`src/osrb_pkg.sv`:
```
// Package for the overwriting sample ring buffer.
// Holds the ring depth, pointer widths, operation codes and transaction structs.
// No dependencies.
package osrb_pkg;

  localparam int unsigned DEPTH = 64;
  localparam int unsigned IDX_W = $clog2(DEPTH);
  localparam int unsigned PTR_W = IDX_W + 1;
  localparam int unsigned ENTRY_W = 96;
  localparam int unsigned FILL_W = 7;

  typedef enum logic [1:0] {
    OP_PUT   = 2'd0,
    OP_GET   = 2'd1,
    OP_PEEK  = 2'd2,
    OP_RESET = 2'd3
  } op_t;

  typedef struct packed {
    logic [1:0]  kind;
    logic [63:0] sample_value;
    logic [31:0] time_stamp_ms;
    logic [5:0]  peek_offset;
  } cmd_t;

  typedef struct packed {
    logic        ok;
    logic [63:0] read_value;
    logic [31:0] read_stamp_ms;
    logic [6:0]  fill_count;
    logic        is_full;
    logic        is_empty;
  } result_t;

  // Status of one transaction, registered alongside the memory read.
  typedef struct packed {
    logic              valid;
    logic              ok;
    logic              rd;
    logic [FILL_W-1:0] fill;
    logic              full;
    logic              empty;
  } stage_t;

  // Memory request for the sample store.
  typedef struct packed {
    logic               we;
    logic [IDX_W-1:0]   waddr;
    logic [ENTRY_W-1:0] wdata;
    logic               re;
    logic [IDX_W-1:0]   raddr;
  } mem_req_t;

endpackage

```
`src/osrb_ctrl.sv`:
```
// Pointer control for the ring: decodes each command, updates the pointers,
// drives the memory request and registers the transaction status.
// Depends on osrb_pkg.
module osrb_ctrl import osrb_pkg::*; (
  input  logic     clk,
  input  logic     rst,
  input  logic     accept,
  input  cmd_t     cmd,
  output mem_req_t mem_req,
  output stage_t   stage
);

  logic [PTR_W-1:0] wr_ptr;
  logic [PTR_W-1:0] rd_ptr;
  logic [PTR_W-1:0] wr_ptr_next;
  logic [PTR_W-1:0] rd_ptr_next;
  logic [PTR_W-1:0] count;
  logic [PTR_W-1:0] count_next;
  logic             full;
  logic             ok_next;
  logic             rd_next;
  stage_t           stage_next;

  assign count = wr_ptr - rd_ptr;
  assign full  = (count == PTR_W'(DEPTH));

  always_comb begin
    wr_ptr_next = wr_ptr;
    rd_ptr_next = rd_ptr;
    ok_next     = 1'b0;
    rd_next     = 1'b0;
    mem_req.we    = 1'b0;
    mem_req.waddr = wr_ptr[IDX_W-1:0];
    mem_req.wdata = {cmd.sample_value, cmd.time_stamp_ms};
    mem_req.re    = 1'b0;
    mem_req.raddr = rd_ptr[IDX_W-1:0];
    case (op_t'(cmd.kind))
      OP_PUT: begin
        mem_req.we  = accept;
        wr_ptr_next = wr_ptr + PTR_W'(1);
        // full ring: drop the oldest entry
        if (full) begin
          rd_ptr_next = rd_ptr + PTR_W'(1);
        end
        ok_next = full;
      end
      OP_GET: begin
        if (count != '0) begin
          mem_req.re  = accept;
          rd_ptr_next = rd_ptr + PTR_W'(1);
          ok_next     = 1'b1;
          rd_next     = 1'b1;
        end
      end
      OP_PEEK: begin
        mem_req.raddr = rd_ptr[IDX_W-1:0] + IDX_W'(cmd.peek_offset);
        if (32'(cmd.peek_offset) < 32'(count)) begin
          mem_req.re = accept;
          ok_next    = 1'b1;
          rd_next    = 1'b1;
        end
      end
      OP_RESET: begin
        wr_ptr_next = '0;
        rd_ptr_next = '0;
      end
      default: begin
        wr_ptr_next = wr_ptr;
        rd_ptr_next = rd_ptr;
      end
    endcase

    count_next = wr_ptr_next - rd_ptr_next;
    stage_next.valid = accept;
    stage_next.ok    = ok_next;
    stage_next.rd    = rd_next;
    stage_next.fill  = FILL_W'(count_next);
    stage_next.full  = (count_next == PTR_W'(DEPTH));
    stage_next.empty = (count_next == '0);
  end

  always_ff @(posedge clk) begin
    stage.ok    <= stage_next.ok;
    stage.rd    <= stage_next.rd;
    stage.fill  <= stage_next.fill;
    stage.full  <= stage_next.full;
    stage.empty <= stage_next.empty;
    if (rst) begin
      wr_ptr      <= '0;
      rd_ptr      <= '0;
      stage.valid <= 1'b0;
    end else begin
      stage.valid <= stage_next.valid;
      if (accept) begin
        wr_ptr <= wr_ptr_next;
        rd_ptr <= rd_ptr_next;
      end
    end
  end

endmodule

```
`config.mk`:
```
export PLATFORM = sky130hd
export DESIGN_NAME = osrb_ctrl
export DESIGN_NICKNAME = d
export VERILOG_FILES = /design/src/osrb_pkg.sv /design/src/osrb_ctrl.sv
export SDC_FILE = /design/constraint.sdc
export NUM_CORES = 1
export LEC_CHECK = 0
export ABC_AREA = 1
export BUFFER_PORTS_ARGS = -buffer_cell sky130_fd_sc_hd__buf_2
export CORE_ASPECT_RATIO = 0.5
export CORE_UTILIZATION = 40
export DETAILED_ROUTE_END_ITERATION = 6
export HOLD_SLACK_MARGIN = 0.02
export PLACE_DENSITY = 0.8
export SLEW_MARGIN = 20
export SYNTH_ARGS = -nofsm -noshare
export SYNTH_HDL_FRONTEND = slang
export SYNTH_SLANG_ARGS = --single-unit
```
`constraint.sdc`:
```
create_clock -name clk -period 8.85 [get_ports clk]
set_input_delay 0 -clock clk [delete_from_list [all_inputs] [get_ports clk]]
set_output_delay 0 -clock clk [all_outputs]
set_load 0.01 [all_outputs]
```
==> flow_metrics.env <==
export IMPL_status="finished, final reports clean"
export IMPL_first_iter_violations=146
export IMPL_rsz0062_at_grt="false"
export IMPL_antenna_found_initial=0
export IMPL_synth_area_per_cell_um2=6.92
export IMPL_relSlewSlack_pct=59.2
export IMPL_root_buffer="clkbuf_16"
export IMPL_clockPowerShare_pct=27.7
export IMPL_ios=229
export IMPL_fin_crit_sh_pct=43.1
export IMPL_synth_cells=449
export IMPL_cp_max_fo=8
export IMPL_maxCapViolCount=0
export IMPL_gp_congestion=0.850
export IMPL_r2r_cells=25
export IMPL_layout_common_cells="96 x dlygate4sd3_1, 73 x nand2_1, 64 x inv_1"
export IMPL_drcViolationCount=0
export IMPL_clock_sinks=26
export IMPL_grt_max_degree=22
export IMPL_fin_crit_ps=3810
export IMPL_fin_setup_tns_ps=0
export IMPL_worstMarginPinSlew_ps=612
export IMPL_ys_flop_type="dfxtp_1"
export IMPL_worst_slack_ps=5040
export IMPL_crit_path_end_kind="flop"
export IMPL_pre_cts_ws_ps=5050
export IMPL_synth_cell_types=37
export IMPL_die_h_um=64.3
export IMPL_p_int_uw=313
export IMPL_powerDensity_nw_per_um2=131
export IMPL_worstSkewPairLatency_ps=270
export IMPL_yosysWarnings=0
export IMPL_drt_pass1_iterations=4
export IMPL_hold_depth=2
export IMPL_ys_seq_area_share_pct=16.7
export IMPL_drive_gt1_share_pct=14.0
export IMPL_synth_fp_nets=588
export IMPL_crit_top_cell="nand2_1"
export IMPL_crit_type="reg -> reg"
export IMPL_skew_ps=6.70
export IMPL_fill_cells=717
export IMPL_switching_share_pct=35.4
export IMPL_ctsResizeCount=0
export IMPL_post_drt_wl_per_cell_um=14.3
export IMPL_synth_edff_count=0
export IMPL_core_area_um2=7430
export IMPL_cts_buffer_depth=2
export IMPL_pwr_share_comb_pct=43.0
export IMPL_num_nets_final=619
export IMPL_cp_start_kind="flop"
export IMPL_globalRouteTotalUtil_pct=19.2
export IMPL_dp_hpwl_mm=6.58
export IMPL_peakVddDrop_uv=73.0
export IMPL_grt_pass1_vias=2602
export IMPL_hold_violations=0
export IMPL_area_growth_pct=18.8
export IMPL_crit_required_ps=9050
export IMPL_power_leakage_uw=0.00189
export IMPL_mostFrequentLayoutCell="dlygate4sd3_1"
export IMPL_routed_via_density=4.78
export IMPL_setup_viol=0
export IMPL_die_w_um=127
export IMPL_rows=22
export IMPL_cp_slowest_cell="dfxtp_1"
export IMPL_critPathMaxStageDelay_ps=450
export IMPL_antennaDiodeCount=0
export IMPL_ys_ff_latch=26
export IMPL_path_clk_slew_ps=70
export IMPL_numPortBuffers=36
export IMPL_regArea_um2=520
export IMPL_fmax_mhz=262
export IMPL_cts_buffers=3
export IMPL_netlist_area_um2=3110
export IMPL_grt_overflow=0
export IMPL_grt_pass1_wl_mm=12.6
export IMPL_hold_path_class="in -> reg"
export IMPL_wl_mm=8.23
export IMPL_cts_tree="done"
export IMPL_multiInputGateArea_um2=1550
export IMPL_start_util_pct=41.8
export IMPL_htree_levels=1
export IMPL_ant_nets=0
export IMPL_slew_viol_final=0
export IMPL_num_vias=2749
export IMPL_arrival_ps=4020
export IMPL_worst_hold_slack_ps=54.5
export IMPL_pwr_share_seq_pct=29.2
export IMPL_netSwitchingPower_uw=171
export IMPL_die_area_um2=8150
export IMPL_async_flop_share_pct=0
==> path summary, 6_finish.rpt <==
path / startpoint / to / slack (ps)
max: rd_ptr[0] / stage[1] / 5040
min: accept / wr_ptr[6] / 50
max reg2reg: rd_ptr[0] / stage[1] / 5040
min reg2reg: wr_ptr[3] / wr_ptr[3] / 540
==> flip-flops by register name (all words and copies together), names as in the netlist <==
| signal | count |
|---|---|
| stage | 12 |
| wr_ptr | 7 |
| rd_ptr | 7 |
==> synthesized netlist by cell type (3+ instances only) <==
library cell,instances,share of area [%]
fa_1,3,1.9
nor2_1,20,2.4
nand2_2,9,1.8
o21ai_1,7,1.1
buf_4,102,25
o21ai_0,20,3.2
inv_1,64,7.7
nor3_1,3,0.48
nand4_1,6,1.2
nand2_1,73,8.8
a21oi_1,33,5.3
nand3_2,4,1.3
dfxtp_1,26,17
nand3_1,15,2.4
xor2_1,4,1.1
inv_2,3,0.36
ha_1,29,12
clkbuf_1,4,0.48
==> worst max-delay path: cells and delay by family, from the launching register on <==
kind / cells / cell delay (ps)
AO/OA/AOI/OAI: 2 / 450
XOR/XNOR: 1 / 170
adder cells (fa/ha/maj): 4 / 1160
buffers and inverters: 3 / 180
flip-flops: 1 / 450
AND/OR/NAND/NOR: 15 / 1340
==> power by group through the flow <==
stage	clock [uW]	sequential, uW	combinational, uW
floorplan	0	149	156
global placement	0	144	155
detailed placement	0	144	157
CTS	134	142	209
global route	140	144	230
finish	134	142	209
==> per-stage QoR <==
| stage | power, uW | cell area (um2) | instances | util [%] |
|---|---|---|---|---|
| after global routing | 514 | 3690 | 575 | 49.7 |
| after global placement | 298 | 2630 | 475 | 35.4 |
| after floorplan | 305 | 3110 | 449 | - |
| after detailed placement | 302 | 2630 | 475 | 35.4 |
| after CTS | 485 | 3690 | 575 | 49.7 |
| final | 485 | 3690 | 575 | 49.7 |
==> layout make-up <==
| class | instances | area share [%] |
|---|---|---|
| Timing Repair Buffer | 132 | 30.9 |
| Tap cell | 96 | 3.25 |
| Inverter | 68 | 6.91 |
| Multi-Input combinational cell | 249 | 42.0 |
| Clock buffer | 3 | 2.03 |
| Clock inverter | 1 | 0.813 |
| Sequential cell | 26 | 14.1 |
==> logic make-up (layout without fill, tap and decap cells) <==
family	after synthesis	after routing	share of synthesized area [%]
buf+inv	174	204	33.3
simple gates	142	142	22.3
compound gates	68	68	11.8
fa+ha+maj	32	32	13.6
flops	26	26	16.7
xor+xnor	7	7	2.21
==> what timing repair did <==
| action | 4_1_cts | 5_1_grt |
|---|---|---|
| hold buffers | 96 | 0 |
| setup buffers | 0 | 0 |
| hold endpoints to repair | 96 | 0 |
==> per-layer routing <==
layer / wire length (um) / up-vias / global-route usage [%]
li1: - / 1378 / -
met3: 520 / 10 / 2.93
met2: 4260 / 128 / 38.3
met4: 92 / 0 / 4.17
met5: 0 / - / 0
met1: 3360 / 1233 / 21.6
Note: power is estimated with default switching activity, not from simulation.
